### config.mk
export PLATFORM = sky130hd
export DESIGN_NAME = dns_a_record_responder_top_flat
export DESIGN_NICKNAME = d
export VERILOG_FILES = /design/src/dns_ar_pkg.sv /design/src/dns_ar_if.sv /design/src/dns_ar_front.sv /design/src/dns_ar_fifo.sv /design/src/dns_ar_back.sv /design/src/dns_a_record_responder_top.sv /design/src/flat_wrapper.sv
export SDC_FILE = /design/constraint.sdc
export NUM_CORES = 1
export LEC_CHECK = 0
export BUFFER_PORTS_ARGS = -buffer_cell sky130_fd_sc_hd__buf_2
export CORE_MARGIN = 2
export CORE_UTILIZATION = 45
export DETAILED_ROUTE_END_ITERATION = 16
export GPL_TIMING_DRIVEN = 0
export PLACE_DENSITY = 0.67
export SETUP_SLACK_MARGIN = 0.02
export SKIP_LAST_GASP = 1
export SLEW_MARGIN = 30
export SYNTH_ARGS = -nofsm -noshare
export SYNTH_HDL_FRONTEND = slang
export SYNTH_SLANG_ARGS = --single-unit
### constraint.sdc
create_clock -name clk -period 3 [get_ports clk]
set_clock_uncertainty 0.05 [all_clocks]
set_input_delay 0.45 -clock clk [delete_from_list [all_inputs] [get_ports clk]]
set_output_delay 0.45 -clock clk [all_outputs]
set_load 0.1 [all_outputs]
### src/dns_ar_pkg.sv
// shared types, constants and helpers for the dns a-record responder
package dns_ar_pkg;

	// largest datagram that is parsed, default for the top-level parameter
	localparam int MAX_DATAGRAM_DEF = 512;

	// fixed header length of a dns message
	localparam int HDR_LEN = 12;

	// number of answer bytes appended to a valid query
	localparam int ANSWER_LEN = 16;

	// depth of the command queue between front and back
	localparam int Q_DEPTH = 4;

	// configuration register map
	localparam int CFG_ADDR_W = 3;
	localparam logic REG_ANSWER_ADDRESS = 1'b0;
	localparam logic [31:0] ANSWER_ADDRESS_RST = 32'hC0A8_0401;

	// rewritten header bytes
	localparam logic [7:0] HDR_FLAGS_HI = 8'h81;
	localparam logic [7:0] HDR_FLAGS_LO = 8'h80;
	localparam logic [7:0] HDR_ANCOUNT_LO = 8'h01;

	// fixed part of the answer record: name pointer, type a, class in, ttl 60, rdlength 4
	localparam logic [7:0] ANSWER_FIXED [HDR_LEN] = '{
		8'hC0, 8'h0C, 8'h00, 8'h01, 8'h00, 8'h01,
		8'h00, 8'h00, 8'h00, 8'h3C, 8'h00, 8'h04
	};

	// one queued command from the parser to the emitter
	typedef struct packed {
		logic [7:0] data;
		logic       has_byte;
		logic       last;
		logic       ok;
	} dns_ar_cmd_t;

	// answer byte for a given step of the burst
	function automatic logic [7:0] answer_byte(logic [3:0] step, logic [31:0] addr);
		logic [7:0] b;
		case (step)
			4'd12: b = addr[31:24];
			4'd13: b = addr[23:16];
			4'd14: b = addr[15:8];
			4'd15: b = addr[7:0];
			default: b = ANSWER_FIXED[step];
		endcase
		return b;
	endfunction

endpackage

### src/dns_ar_if.sv
// stream interfaces for query bytes in and response bytes out

// query byte channel
interface dns_ar_req_if;
	logic       valid;
	logic       ready;
	logic [7:0] data_byte;
	logic       last_byte;

	modport source (output valid, output data_byte, output last_byte, input ready);
	modport sink (input valid, input data_byte, input last_byte, output ready);
endinterface

// response byte channel
interface dns_ar_rsp_if;
	logic       valid;
	logic       ready;
	logic [7:0] out_byte;
	logic       frame_end;
	logic       frame_ok;

	modport source (output valid, output out_byte, output frame_end, output frame_ok,
		input ready);
	modport sink (input valid, input out_byte, input frame_end, input frame_ok,
		output ready);
endinterface

### src/dns_ar_front.sv
// query parser: rewrites header, walks qname labels, judges the frame
module dns_ar_front #(
	parameter int MAX_DATAGRAM = dns_ar_pkg::MAX_DATAGRAM_DEF
) (
	input  logic                    clk,
	input  logic                    arst_n,
	dns_ar_req_if.sink              req,
	input  logic                    q_full,
	output logic                    q_push,
	output dns_ar_pkg::dns_ar_cmd_t q_cmd
);

	localparam int POS_W = $clog2(MAX_DATAGRAM + 1);
	localparam int END_W = $clog2(MAX_DATAGRAM);
	localparam int LBL_W = $clog2(MAX_DATAGRAM + 261);

	logic [POS_W-1:0] pos_q;
	logic [LBL_W-1:0] next_label_q;
	logic [END_W-1:0] name_end_q;
	logic             name_found_q;
	logic             count_nz_q;

	logic             accept;
	logic             in_range;
	logic [POS_W-1:0] pos_nxt;
	logic [LBL_W-1:0] pos_ext;
	logic [LBL_W-1:0] pos_nxt_ext;
	logic [LBL_W-1:0] end_ext;
	logic             send;
	logic [7:0]       o_byte;
	logic             frame_ok;
	logic             hit_label;

	assign req.ready = !q_full;
	assign accept    = req.valid && req.ready;

	// per-byte parse decisions
	always_comb begin
		in_range    = pos_q < POS_W'(MAX_DATAGRAM);
		pos_nxt     = in_range ? pos_q + POS_W'(1) : pos_q;
		pos_ext     = LBL_W'(pos_q);
		pos_nxt_ext = LBL_W'(pos_nxt);
		end_ext     = LBL_W'(name_end_q);
		send        = 1'b0;
		o_byte      = req.data_byte;
		hit_label   = 1'b0;
		if (in_range) begin
			if (pos_q < POS_W'(dns_ar_pkg::HDR_LEN)) begin
				send = 1'b1;
				case (pos_q) inside
					POS_W'(2): o_byte = dns_ar_pkg::HDR_FLAGS_HI;
					POS_W'(3): o_byte = dns_ar_pkg::HDR_FLAGS_LO;
					POS_W'(6): o_byte = 8'h00;
					POS_W'(7): o_byte = dns_ar_pkg::HDR_ANCOUNT_LO;
					[POS_W'(8):POS_W'(11)]: o_byte = 8'h00;
					default: o_byte = req.data_byte;
				endcase
			end else if (!name_found_q) begin
				send      = 1'b1;
				hit_label = pos_ext == next_label_q;
			end else if (pos_ext <= end_ext + LBL_W'(4)) begin
				send = 1'b1;
			end
		end
		// validity judged on the bytes seen including this one
		frame_ok = (pos_nxt >= POS_W'(dns_ar_pkg::HDR_LEN)) && count_nz_q && name_found_q
			&& (end_ext + LBL_W'(5) <= pos_nxt_ext);
	end

	// command to the emitter
	assign q_push       = accept && (send || req.last_byte);
	assign q_cmd.data     = o_byte;
	assign q_cmd.has_byte = send;
	assign q_cmd.last     = req.last_byte;
	assign q_cmd.ok       = frame_ok;

	// parse state
	always_ff @(posedge clk or negedge arst_n) begin
		if (!arst_n) begin
			pos_q        <= '0;
			next_label_q <= LBL_W'(dns_ar_pkg::HDR_LEN);
			name_end_q   <= '0;
			name_found_q <= 1'b0;
			count_nz_q   <= 1'b0;
		end else if (accept) begin
			if (req.last_byte) begin
				pos_q        <= '0;
				next_label_q <= LBL_W'(dns_ar_pkg::HDR_LEN);
				name_end_q   <= '0;
				name_found_q <= 1'b0;
				count_nz_q   <= 1'b0;
			end else begin
				pos_q <= pos_nxt;
				if (in_range && (pos_q == POS_W'(4) || pos_q == POS_W'(5))
						&& req.data_byte != 8'h00) begin
					count_nz_q <= 1'b1;
				end
				if (hit_label) begin
					if (req.data_byte == 8'h00) begin
						name_found_q <= 1'b1;
						name_end_q   <= END_W'(pos_q);
					end else begin
						next_label_q <= pos_ext + LBL_W'(1) + LBL_W'(req.data_byte);
					end
				end
			end
		end
	end

endmodule

### src/dns_ar_fifo.sv
// short command queue between parser and emitter
module dns_ar_fifo (
	input  logic                    clk,
	input  logic                    arst_n,
	input  logic                    push,
	input  dns_ar_pkg::dns_ar_cmd_t push_cmd,
	input  logic                    pop,
	output logic                    full,
	output logic                    head_valid,
	output dns_ar_pkg::dns_ar_cmd_t head
);

	localparam int IDX_W = $clog2(dns_ar_pkg::Q_DEPTH);
	localparam int CNT_W = $clog2(dns_ar_pkg::Q_DEPTH + 1);

	dns_ar_pkg::dns_ar_cmd_t cmd_q [dns_ar_pkg::Q_DEPTH];
	logic [IDX_W-1:0] wr_ptr_q;
	logic [IDX_W-1:0] rd_ptr_q;
	logic [CNT_W-1:0] cnt_q;

	assign full       = cnt_q == CNT_W'(dns_ar_pkg::Q_DEPTH);
	assign head_valid = cnt_q != '0;
	assign head       = cmd_q[rd_ptr_q];

	// entry storage
	always_ff @(posedge clk) begin
		if (push) begin
			cmd_q[wr_ptr_q] <= push_cmd;
		end
	end

	// pointers and fill count
	always_ff @(posedge clk or negedge arst_n) begin
		if (!arst_n) begin
			wr_ptr_q <= '0;
			rd_ptr_q <= '0;
			cnt_q    <= '0;
		end else begin
			if (push) begin
				wr_ptr_q <= (wr_ptr_q == IDX_W'(dns_ar_pkg::Q_DEPTH - 1)) ? '0
					: wr_ptr_q + IDX_W'(1);
			end
			if (pop) begin
				rd_ptr_q <= (rd_ptr_q == IDX_W'(dns_ar_pkg::Q_DEPTH - 1)) ? '0
					: rd_ptr_q + IDX_W'(1);
			end
			if (push && !pop) begin
				cnt_q <= cnt_q + CNT_W'(1);
			end else if (pop && !push) begin
				cnt_q <= cnt_q - CNT_W'(1);
			end
		end
	end

endmodule

### src/dns_ar_back.sv
// response emitter: copied bytes, answer burst or discard mark
module dns_ar_back (
	input  logic                    clk,
	input  logic                    arst_n,
	input  logic [31:0]             answer_address,
	input  logic                    head_valid,
	input  dns_ar_pkg::dns_ar_cmd_t head,
	output logic                    pop,
	dns_ar_rsp_if.source            rsp
);

	logic       out_valid_q;
	logic [7:0] out_byte_q;
	logic       frame_end_q;
	logic       frame_ok_q;
	logic [3:0] step_q;
	logic       byte_done_q;

	logic       load;
	logic       fire;
	logic [7:0] nxt_byte;
	logic       nxt_end;
	logic       nxt_ok;
	logic       step_last;

	assign load      = !out_valid_q || rsp.ready;
	assign fire      = load && head_valid;
	assign step_last = step_q == 4'(dns_ar_pkg::ANSWER_LEN - 1);

	// pick the next word from the head command
	always_comb begin
		nxt_byte = head.data;
		nxt_end  = 1'b0;
		nxt_ok   = 1'b0;
		pop      = 1'b0;
		if (head.has_byte && !byte_done_q) begin
			pop = fire && !head.last;
		end else if (head.ok) begin
			nxt_byte = dns_ar_pkg::answer_byte(step_q, answer_address);
			nxt_end  = step_last;
			nxt_ok   = step_last;
			pop      = fire && step_last;
		end else begin
			nxt_byte = 8'h00;
			nxt_end  = 1'b1;
			pop      = fire;
		end
	end

	// output register payload
	always_ff @(posedge clk) begin
		if (fire) begin
			out_byte_q  <= nxt_byte;
			frame_end_q <= nxt_end;
			frame_ok_q  <= nxt_ok;
		end
	end

	// output valid and burst progress
	always_ff @(posedge clk or negedge arst_n) begin
		if (!arst_n) begin
			out_valid_q <= 1'b0;
			step_q      <= '0;
			byte_done_q <= 1'b0;
		end else begin
			if (load) begin
				out_valid_q <= head_valid;
			end
			if (fire) begin
				if (head.has_byte && !byte_done_q) begin
					byte_done_q <= head.last;
				end else if (head.ok && !step_last) begin
					step_q <= step_q + 4'(1);
				end else begin
					step_q      <= '0;
					byte_done_q <= 1'b0;
				end
			end
		end
	end

	assign rsp.valid     = out_valid_q;
	assign rsp.out_byte  = out_byte_q;
	assign rsp.frame_end = frame_end_q;
	assign rsp.frame_ok  = frame_ok_q;

endmodule

### src/dns_a_record_responder_top.sv
// top level of the dns a-record responder
//
// Query bytes enter on req (data_byte, last_byte) with valid/ready, one word
// a cycle. Response words leave on rsp (out_byte, frame_end, frame_ok).
// The header is rewritten in flight, the question is copied, and the rest
// of the datagram is dropped. On the last byte a valid query gets a 16-word
// answer closing with frame_end and frame_ok set; otherwise one discard word
// with frame_end set and frame_ok clear tells the receiver to drop the frame.
// Bytes past MAX_DATAGRAM produce nothing but a last mark still ends the frame.
// Each word passes through the command queue and then the output register.
// Throughput: one byte a cycle in and one word a cycle out while rsp.ready
// is high; the single output register sends one word per cycle, so an answer
// burst holds the emitter for its 16 words while the parser keeps taking
// bytes into a 4-entry command queue; req.ready drops only when it is full.
// A stalled rsp.ready holds the output word and backs up into the queue.
// The answer address is written over the APB port at byte address 0 and
// resets to 192.168.4.1; reset clears the parse and empties the queue.
module dns_a_record_responder_top #(
	parameter int MAX_DATAGRAM = dns_ar_pkg::MAX_DATAGRAM_DEF
) (
	input  logic                              clk,
	input  logic                              arst_n,
	dns_ar_req_if.sink                        req,
	dns_ar_rsp_if.source                      rsp,
	input  logic                              psel,
	input  logic                              penable,
	input  logic                              pwrite,
	input  logic [dns_ar_pkg::CFG_ADDR_W-1:0] paddr,
	input  logic [31:0]                       pwdata,
	output logic [31:0]                       prdata,
	output logic                              pready
);

	logic [31:0]             answer_address_q;
	logic                    q_full;
	logic                    q_push;
	logic                    q_pop;
	logic                    q_head_valid;
	dns_ar_pkg::dns_ar_cmd_t q_cmd;
	dns_ar_pkg::dns_ar_cmd_t q_head;

	// configuration register
	assign pready = 1'b1;
	assign prdata = (paddr[2] == dns_ar_pkg::REG_ANSWER_ADDRESS) ? answer_address_q : 32'h0;

	always_ff @(posedge clk or negedge arst_n) begin
		if (!arst_n) begin
			answer_address_q <= dns_ar_pkg::ANSWER_ADDRESS_RST;
		end else if (psel && penable && pwrite && pready
				&& paddr[2] == dns_ar_pkg::REG_ANSWER_ADDRESS) begin
			answer_address_q <= pwdata;
		end
	end

	// parser
	dns_ar_front #(
		.MAX_DATAGRAM(MAX_DATAGRAM)
	) u_front (
		.clk    (clk),
		.arst_n (arst_n),
		.req    (req),
		.q_full (q_full),
		.q_push (q_push),
		.q_cmd  (q_cmd)
	);

	// command queue
	dns_ar_fifo u_fifo (
		.clk        (clk),
		.arst_n     (arst_n),
		.push       (q_push),
		.push_cmd   (q_cmd),
		.pop        (q_pop),
		.full       (q_full),
		.head_valid (q_head_valid),
		.head       (q_head)
	);

	// emitter
	dns_ar_back u_back (
		.clk            (clk),
		.arst_n         (arst_n),
		.answer_address (answer_address_q),
		.head_valid     (q_head_valid),
		.head           (q_head),
		.pop            (q_pop),
		.rsp            (rsp)
	);

	// a commit word always closes its frame
	a_ok_with_end: assert property (@(posedge clk) disable iff (!arst_n)
		rsp.valid && rsp.frame_ok |-> rsp.frame_end)
		else $error("frame_ok without frame_end");

	// a last byte always leaves a command waiting for the emitter
	a_last_queued: assert property (@(posedge clk) disable iff (!arst_n)
		req.valid && req.ready && req.last_byte |=> q_head_valid)
		else $error("last byte did not reach the queue");

	// the emitter never pops an empty queue
	a_pop_nonempty: assert property (@(posedge clk) disable iff (!arst_n)
		q_pop |-> q_head_valid)
		else $error("pop from empty queue");

endmodule

### src/flat_wrapper.sv
// flat-port wrapper written by rule: the top's interface ports become plain ports
module dns_a_record_responder_top_flat 
#(
	parameter int MAX_DATAGRAM = dns_ar_pkg::MAX_DATAGRAM_DEF
)
  (clk, arst_n, psel, penable, pwrite, paddr, pwdata, prdata, pready, req_valid, req_data_byte, req_last_byte, req_ready, rsp_valid, rsp_out_byte, rsp_frame_end, rsp_frame_ok, rsp_ready);
  dns_ar_req_if req_i ();
  dns_ar_rsp_if rsp_i ();
  input  logic clk;
  input  logic arst_n;
  input  logic psel;
  input  logic penable;
  input  logic pwrite;
  input  logic [dns_ar_pkg::CFG_ADDR_W-1:0] paddr;
  input  logic [31:0] pwdata;
  output logic [31:0] prdata;
  output logic pready;
  input wire logic [$bits(req_i.valid)-1:0] req_valid;
  input wire logic [$bits(req_i.data_byte)-1:0] req_data_byte;
  input wire logic [$bits(req_i.last_byte)-1:0] req_last_byte;
  output wire logic [$bits(req_i.ready)-1:0] req_ready;
  output wire logic [$bits(rsp_i.valid)-1:0] rsp_valid;
  output wire logic [$bits(rsp_i.out_byte)-1:0] rsp_out_byte;
  output wire logic [$bits(rsp_i.frame_end)-1:0] rsp_frame_end;
  output wire logic [$bits(rsp_i.frame_ok)-1:0] rsp_frame_ok;
  input wire logic [$bits(rsp_i.ready)-1:0] rsp_ready;
  assign req_i.valid = req_valid;
  assign req_i.data_byte = req_data_byte;
  assign req_i.last_byte = req_last_byte;
  assign req_ready = req_i.ready;
  assign rsp_valid = rsp_i.valid;
  assign rsp_out_byte = rsp_i.out_byte;
  assign rsp_frame_end = rsp_i.frame_end;
  assign rsp_frame_ok = rsp_i.frame_ok;
  assign rsp_i.ready = rsp_ready;
  dns_a_record_responder_top #(.MAX_DATAGRAM(MAX_DATAGRAM)) u_core (.clk(clk), .arst_n(arst_n), .req(req_i), .rsp(rsp_i), .psel(psel), .penable(penable), .pwrite(pwrite), .paddr(paddr), .pwdata(pwdata), .prdata(prdata), .pready(pready));
endmodule
==> results of run 1 <==
[cells in the final DEF (no fill, tap or decap), types with 9 or more instances in the layout]
master and n:
clkbuf_16 17, nor2b_1 40, and2_1 9, o31ai_1 11, xnor2_1 22, a22o_1 14, mux4_2 10, dfrtp_1 59
xor2_1 15, dfstp_2 9, o21ai_0 30, clkbuf_1 20, buf_2 99, nand2_1 49, inv_1 17, mux2_2 35
nor2_1 23, buf_4 37, a21oi_1 19, edfxtp_1 54, ha_1 37
[worst paths after layout]
| check | from | end | slack [ns] | cells past startpoint |
|---|---|---|---|---|
| worst max-delay path | u_core.u_front.name_end_q[4] | u_core.u_fifo.cnt_q[1] | -0.22 | 13 |
| worst min-delay path | rsp_ready | u_core.u_back.rsp.valid | 0.19 | 2 |
| worst max register to register | u_core.u_front.name_end_q[4] | u_core.u_fifo.cnt_q[1] | -0.22 | 13 |
| worst min register to register | u_core.u_fifo.cnt_q[2] | u_core.u_fifo.cnt_q[2] | 0.45 | 1 |
| max in group asynchronous | arst_n | u_core.u_front.next_label_q[2] | 1.76 | 3 |
| min in group asynchronous | arst_n | u_core.u_fifo.rd_ptr_q[1] | 0.49 | 2 |
[what timing repair did]
item / CTS / global route
endpoints found under the hold margin: 27 / 0
pin swaps: 17 / 24
setup buffers: 25 / 10
gates resized for setup: 42 / 26
hold buffers: 1 / 0
endpoints found under the setup margin: 50 / 50
[state kept, by name, indices dropped and copies added (netlist names), 2 cells and up]
| signal | cells |
|---|---|
| u_core.u_front.next_label_q | 10 |
| u_core.u_front.pos_ext | 10 |
| u_core.u_fifo.rd_ptr_q | 2 |
| u_core.u_back.step_q | 4 |
| u_core.u_fifo.wr_ptr_q | 2 |
| u_core.u_front.name_end_q | 9 |
| u_core.u_back.rsp.out_byte | 8 |
| u_core.answer_address_q | 32 |
| u_core.u_fifo.cmd_q | 44 |
| u_core.u_fifo.cnt_q | 3 |
[metrics by stage]
step	util (%)	std cells	worst slack (ns)
6_report	58.1	1016	-0.221
5_1_grt	58.1	1016	-0.320
4_1_cts	56.9	1009	-0.194
3_5_place_dp	51.4	951	-0.526
3_3_place_gp	51.2	950	-0.477
2_1_floorplan	-	642	-0.0370
[where the power goes]
group          leakage, nW  switching [mW]  internal [mW]
Combinational         2.25            2.37           1.14
Clock                0.261           0.714           1.14
Sequential            1.43           0.241           2.40
Total                 3.94            3.32           4.69
[layout make-up]
| cell class | count | area (um^2) | area share [%] |
|---|---|---|---|
| multi-input cells | 459 | 3920 | 42.3 |
| flip-flops and latches | 130 | 3540 | 38.2 |
| repair buffers | 129 | 767 | 8.28 |
| clock buffers | 23 | 458 | 4.94 |
| well taps | 216 | 270 | 2.92 |
| plain buffers | 31 | 166 | 1.80 |
| inverters | 19 | 75.1 | 0.810 |
| clock inverters | 9 | 66.3 | 0.716 |
[logic make-up (layout without fill, tap and decap cells)]
| group | after synthesis | after routing |
|---|---|---|
| other | 1 | 1 |
| xor gates and xnor gates | 46 | 46 |
| adders and majority gates | 49 | 49 |
| AOI/OAI and AO/OA | 123 | 123 |
| DFF | 130 | 130 |
| buffers and inverters | 53 | 211 |
| and+or+nand+nor | 189 | 189 |
| muxes | 51 | 51 |
[critical path: cells and delay by family, from the launching register on]
kind                     cells  cell delay, ns
adder cells (fa/ha/maj)      3            0.89
AND/OR/NAND/NOR              5            0.79
AO/OA/AOI/OAI                3            0.63
flip-flops                   1            0.39
multiplexers                 1            0.28
buffers and inverters        1            0.06
[layer usage]
layer / share of wire (%) / track usage (%) / wire, um
met5: 0 / 0 / 0
met4: 2.6 / 8.82 / 501
met3: 5.4 / 4.84 / 1040
met2: 50 / 37.1 / 9600
met1: 42 / 28.3 / 8210
==> impl_metrics.toml, run 1 <==
[yosys]
synthArstFlopShare_pct = 58.5
avgSynthCellArea_um2 = 11.5
syn_nets = 742
synth_mux_area_share_pct = 9.24
synthSimpleGateAreaFrac_pct = 14.1
syn_area_um2 = 7360
synth_xor_area_share_pct = 5.47
synth-adder-area-share_pct = 8.53
ys_top_cells_by_area = "dfrtp_1, edfxtp_1, ha_1, mux2_2, nor2b_1"
synth-compound-area-share_pct = 11.5
synth-edff-count = 54
synth_top_area_cell = "dfrtp_1"
ys_seq_area_share_pct = 48.0
synth_common_cells = "dfrtp_1, edfxtp_1, nand2_1"
synthCells = 642
synthDominantCellAreaShare_pct = 22.8
ys_seq_elements = 130
synth.most_common_cell = "dfrtp_1"
ys_types = 60
yosys_warnings = 0
synth_ff_type = "dfrtp_1"
synth_top_family_by_area = "simple AND/OR/NAND/NOR gates"

[place]
hpwl_um = 13900
io_buffers = 92
gp_congestion = 0.895
place_area_um2 = 8200

[setup_path]
path_cells = "and3_4 -> nand2_4 -> nor2_4 -> nand3_2 -> ha_4 -> and4_4 -> o211ai_1 -> a31o_2 -> a31o_4 -> ha_4 -> inv_2 -> fa_2 -> mux2_4"
cp.arrival_ns = 3.47
critPathSlowestCell = "fa_2"
crit_required_ns = 3.25
cpPeakStageDelay_ns = 0.42
startpoint_type = "register"
critPathKind = "register to register"
crit_fanout = 3
cp-end-kind = "register"
path_common_cell = "ha_4"

[detailed_routing]
wirelength_um = 19300
vias = 5667
ant_nets = 0
drc_errors = 0
wl_per_cell_um = 19.0
drt_iter0_markers = 432
drt-pass1-iter-count = 5
via_per_inst = 5.58

[cts]
clockBufferDepth = 2
cts_tree = "done"
h-tree-depth = 4
numCtsBuffers = 17
clk_pin_slew_ns = 0.06
clock_latency_ns = 0.42
cts_sinks = 130
clockRootBuffer = "clkbuf_16"

[sta]
max_slew_margin_pct = 42.0
finalMaxSlewViolations = 0
tightestPinTransition_ns = 0.859
post-route-period-util_pct = 107
max_freq_mhz = 310
setup_viol = 2
hold_ws_ns = 0.187
setup_tns_ns = -0.423
rsz0062_at_grt = "true"
fin_crit_ns = 3.22
timing_hold_violations_final = 0
layout_setup_ws_ns = -0.221

[global_routing]
grt_usage_pct = 22.2
grt_pass1_wl_um = 30400
grt_pass1_vias = 5776
grt_overflow_total = 0
grt_max_degree = 50
grt_antenna_before_repair = 0

[power]
p_total_mw = 8.01
power.density_nw_per_um2 = 864
vdd_ir_drop_max_mv = 0.816
total_leakage_power_nw = 3.94

[floorplan]
initial_core_util_pct = 46.2
fp.dieH_um = 132
core_area_um2 = 15900
die_w_um = 132
fp.dieArea_um2 = 17400
rows = 46
num_io_pins = 96

[layout]
nFillCells = 1296
final_area_um2 = 9270
drive_gt1_share_pct = 36.3
nets = 887
antenna_cells = 0
syn_to_final_growth_pct = 25.8

[hold_path]
hold_class = "input port to register"

[run_status]
violations = "negative setup slack"
status = "finished with violations"

[job]
cap_violations = 0
Note: power is estimated with default switching activity, not from simulation.
==> run 2: changes to the inputs <==
--- a/config.mk
+++ b/config.mk
@@ -5,12 +5,15 @@
 export SDC_FILE = /design/constraint.sdc
 export NUM_CORES = 1
 export LEC_CHECK = 0
+export ABC_AREA = 1
 export BUFFER_PORTS_ARGS = -buffer_cell sky130_fd_sc_hd__buf_2
+export CELL_PAD_IN_SITES_DETAIL_PLACEMENT = 1
+export CELL_PAD_IN_SITES_GLOBAL_PLACEMENT = 1
 export CORE_MARGIN = 2
-export CORE_UTILIZATION = 45
+export CORE_UTILIZATION = 39
 export DETAILED_ROUTE_END_ITERATION = 16
 export GPL_TIMING_DRIVEN = 0
-export PLACE_DENSITY = 0.67
+export PLACE_DENSITY_LB_ADDON = 0.1
 export SETUP_SLACK_MARGIN = 0.02
 export SKIP_LAST_GASP = 1
 export SLEW_MARGIN = 30
==> run 2 against run 1 <==
Against the previous run:
- the run still ends with negative setup slack left
- register-to-register slack improved by 0.16 ns
- synthesized area up 5.6%
- critical endpoint is now u_core.u_fifo.cnt_q[2]
- flip-flop and latch count unchanged
- combinational power increased by 7.4%
- clock-buffer cell count decreased by 1
- design area increased by 4.4%
- core utilization is 8.6 points lower
- setup slack improved by 0.16 ns
- largest power group unchanged
==> impl_metrics.toml, run 2 <==
[run_status]
status = "finished with violations"
violations = "negative setup slack"

[cts]
cts_tree = "done"
clk_pin_slew_ns = 0.06
clock_latency_ns = 0.43
numCtsBuffers = 17
clockBufferDepth = 2
h-tree-depth = 4
cts_sinks = 130
clockRootBuffer = "clkbuf_16"

[yosys]
synth.most_common_cell = "nand2_1"
avgSynthCellArea_um2 = 7.93
synth-edff-count = 54
synth_top_family_by_area = "simple AND/OR/NAND/NOR gates"
synth-adder-area-share_pct = 8.07
synthCells = 981
synth_mux_area_share_pct = 0.145
synth-compound-area-share_pct = 11.0
synthArstFlopShare_pct = 58.5
synthSimpleGateAreaFrac_pct = 24.2
synthDominantCellAreaShare_pct = 21.6
ys_seq_area_share_pct = 45.4
synth_ff_type = "dfrtp_1"
ys_types = 43
ys_top_cells_by_area = "dfrtp_1, edfxtp_1, nand2_1, nor2_1, ha_1"
syn_area_um2 = 7780
yosys_warnings = 0
synth_xor_area_share_pct = 2.36
synth_common_cells = "nand2_1, nor2_1, inv_1"
ys_seq_elements = 130
syn_nets = 1081
synth_top_area_cell = "dfrtp_1"

[layout]
reg.largest.list = "u_core.u_fifo.cmd_q (44), u_core.answer_address_q (32)"
top_register = "u_core.u_fifo.cmd_q"
syn_to_final_growth_pct = 24.3
nFillCells = 2431
final_area_um2 = 9670
final_common_cell = "nand2_1"
largest_register_ff_count = 44
layout_common_cells = "nand2_1, nor2_1, inv_1"
final-instance-count-excl-fill = 1398
fin_util_pct = 49.5
nets = 1218
drive_gt1_share_pct = 21.0

[sta]
setup_tns_ns = -0.275
rsz0062_at_grt = "true"
timing_hold_violations_final = 0
max_slew_margin_pct = 57.8
fin_crit_ns = 3.06
layout_setup_ws_ns = -0.0631
max_freq_mhz = 326
setup_viol = 6
finalMaxSlewViolations = 0
post-route-period-util_pct = 102
tightestPinTransition_ns = 0.633

[detailed_routing]
wl_per_cell_um = 17.3
drt-pass1-iter-count = 5
wirelength_um = 24100
via_per_inst = 5.03
drc_errors = 0
drt_iter0_markers = 324
ant_nets = 0
vias = 7034

[global_routing]
grt_usage_pct = 23.0
grt_pass1_vias = 7230
grt_antenna_before_repair = 2
grt_overflow_total = 0
grt_max_degree = 59
grt_pass1_wl_um = 38100

[place]
hpwl_um = 18200
gp_congestion = 0.844
place_area_um2 = 8660
dp.cells = 1342
io_buffers = 91

[setup_path]
cp-end-kind = "register"
crit_required_ns = 3.25
startpoint_type = "register"
path_common_cell = "nor2_2"
path_cells = "buf_4 -> ha_1 -> ha_1 -> nand2_1 -> nor2_2 -> nand2_1 -> nor2_2 -> nor2_2 -> nand2_2 -> nand3_4 -> nand2_4 -> ha_4 -> inv_4 -> fa_2 -> a21oi_2 -> o21ai_2 -> xor2_1"
crit_fanout = 4
critPathSlowestCell = "dfrtp_2"
cpPeakStageDelay_ns = 0.45
cp.arrival_ns = 3.32
critPathKind = "register to register"

[floorplan]
fp.dieArea_um2 = 21100
die_w_um = 145
core_area_um2 = 19500
num_io_pins = 96
initial_core_util_pct = 39.8
rows = 51
fp.dieH_um = 145

[job]
cap_violations = 0

[power]
power.density_nw_per_um2 = 882
vdd_ir_drop_max_mv = 0.395
p_total_mw = 8.53
total_leakage_power_nw = 4.73

[hold_path]
hold_class = "input port to register"
-- run 2: worst paths after layout --
check,startpoint,endpoint,slack (ns),depth (start not counted)
hold reg to reg,u_core.answer_address_q[10],u_core.answer_address_q[10],0.44,2
max in group asynchronous,arst_n,u_core.answer_address_q[23],1.88,3
hold / removal,rsp_ready,u_core.u_back.rsp.valid,0.17,2
min in group asynchronous,arst_n,u_core.u_front.name_end_q[8],0.38,2
setup / recovery,u_core.u_front.name_end_q[3],u_core.u_fifo.cnt_q[2],-0.06,17
setup reg to reg,u_core.u_front.name_end_q[3],u_core.u_fifo.cnt_q[2],-0.06,17
-- run 2: layout make-up --
cell class	count	area [um^2]	share of cell area (%)
Buffer	32	169	1.75
Multi-Input combinational cell	678	3800	39.3
Clock buffer	22	485	5.02
Tap cell	265	332	3.43
Sequential cell	130	3540	36.6
Antenna cell	2	5.00	0.0517
Timing Repair Buffer	118	702	7.26
Clock inverter	10	101	1.05
Inverter	141	538	5.56
-- run 2: metrics by stage --
stage	setup slack, ns	hold WS [ns]
2_1_floorplan	-0.0899	0.104
3_3_place_gp	-1.10	0.425
3_5_place_dp	-0.618	0.263
4_1_cts	-0.0440	0.164
5_1_grt	-0.222	0.188
6_report	-0.0631	0.174
-- run 2: timing repair --
action | 4_1_cts | 5_1_grt
resized for setup | 32 | 31
hold buffers | 1 | 0
endpoints found under the setup margin | 50 | 53
pin swaps | 15 | 20
setup buffers | 16 | 5
hold endpoints to repair | 18 | 0
-- run 2: kinds of logic after synthesis --
kind of cell    after synthesis
compound gates              150
simple gates                456
fa+ha+maj                    49
xor+xnor                     21
flops                       130
buf+inv                     173
mux                           1
other cells                   1
-- run 2: report_power, final --
group	total (mW)	switching (mW)	internal, mW
clock network	2.08	0.835	1.24
registers	2.68	0.252	2.42
logic	3.77	2.69	1.09
-- run 2: layer usage --
| metal | wire length (um) | GRT usage, % |
|---|---|---|
| met1 | 11600 | 31.9 |
| met2 | 11600 | 37.7 |
| met3 | 673 | 3.11 |
| met4 | 295 | 6.37 |
| met5 | 0 | 0 |
-- run 2: critical path: cells and delay by family (launching register included) --
family	cells	cell delay [ns]
fa+ha+maj	4	1.08
flops	1	0.45
simple gates	8	0.78
compound gates	2	0.23
xor+xnor	1	0.13
buf+inv	2	0.19
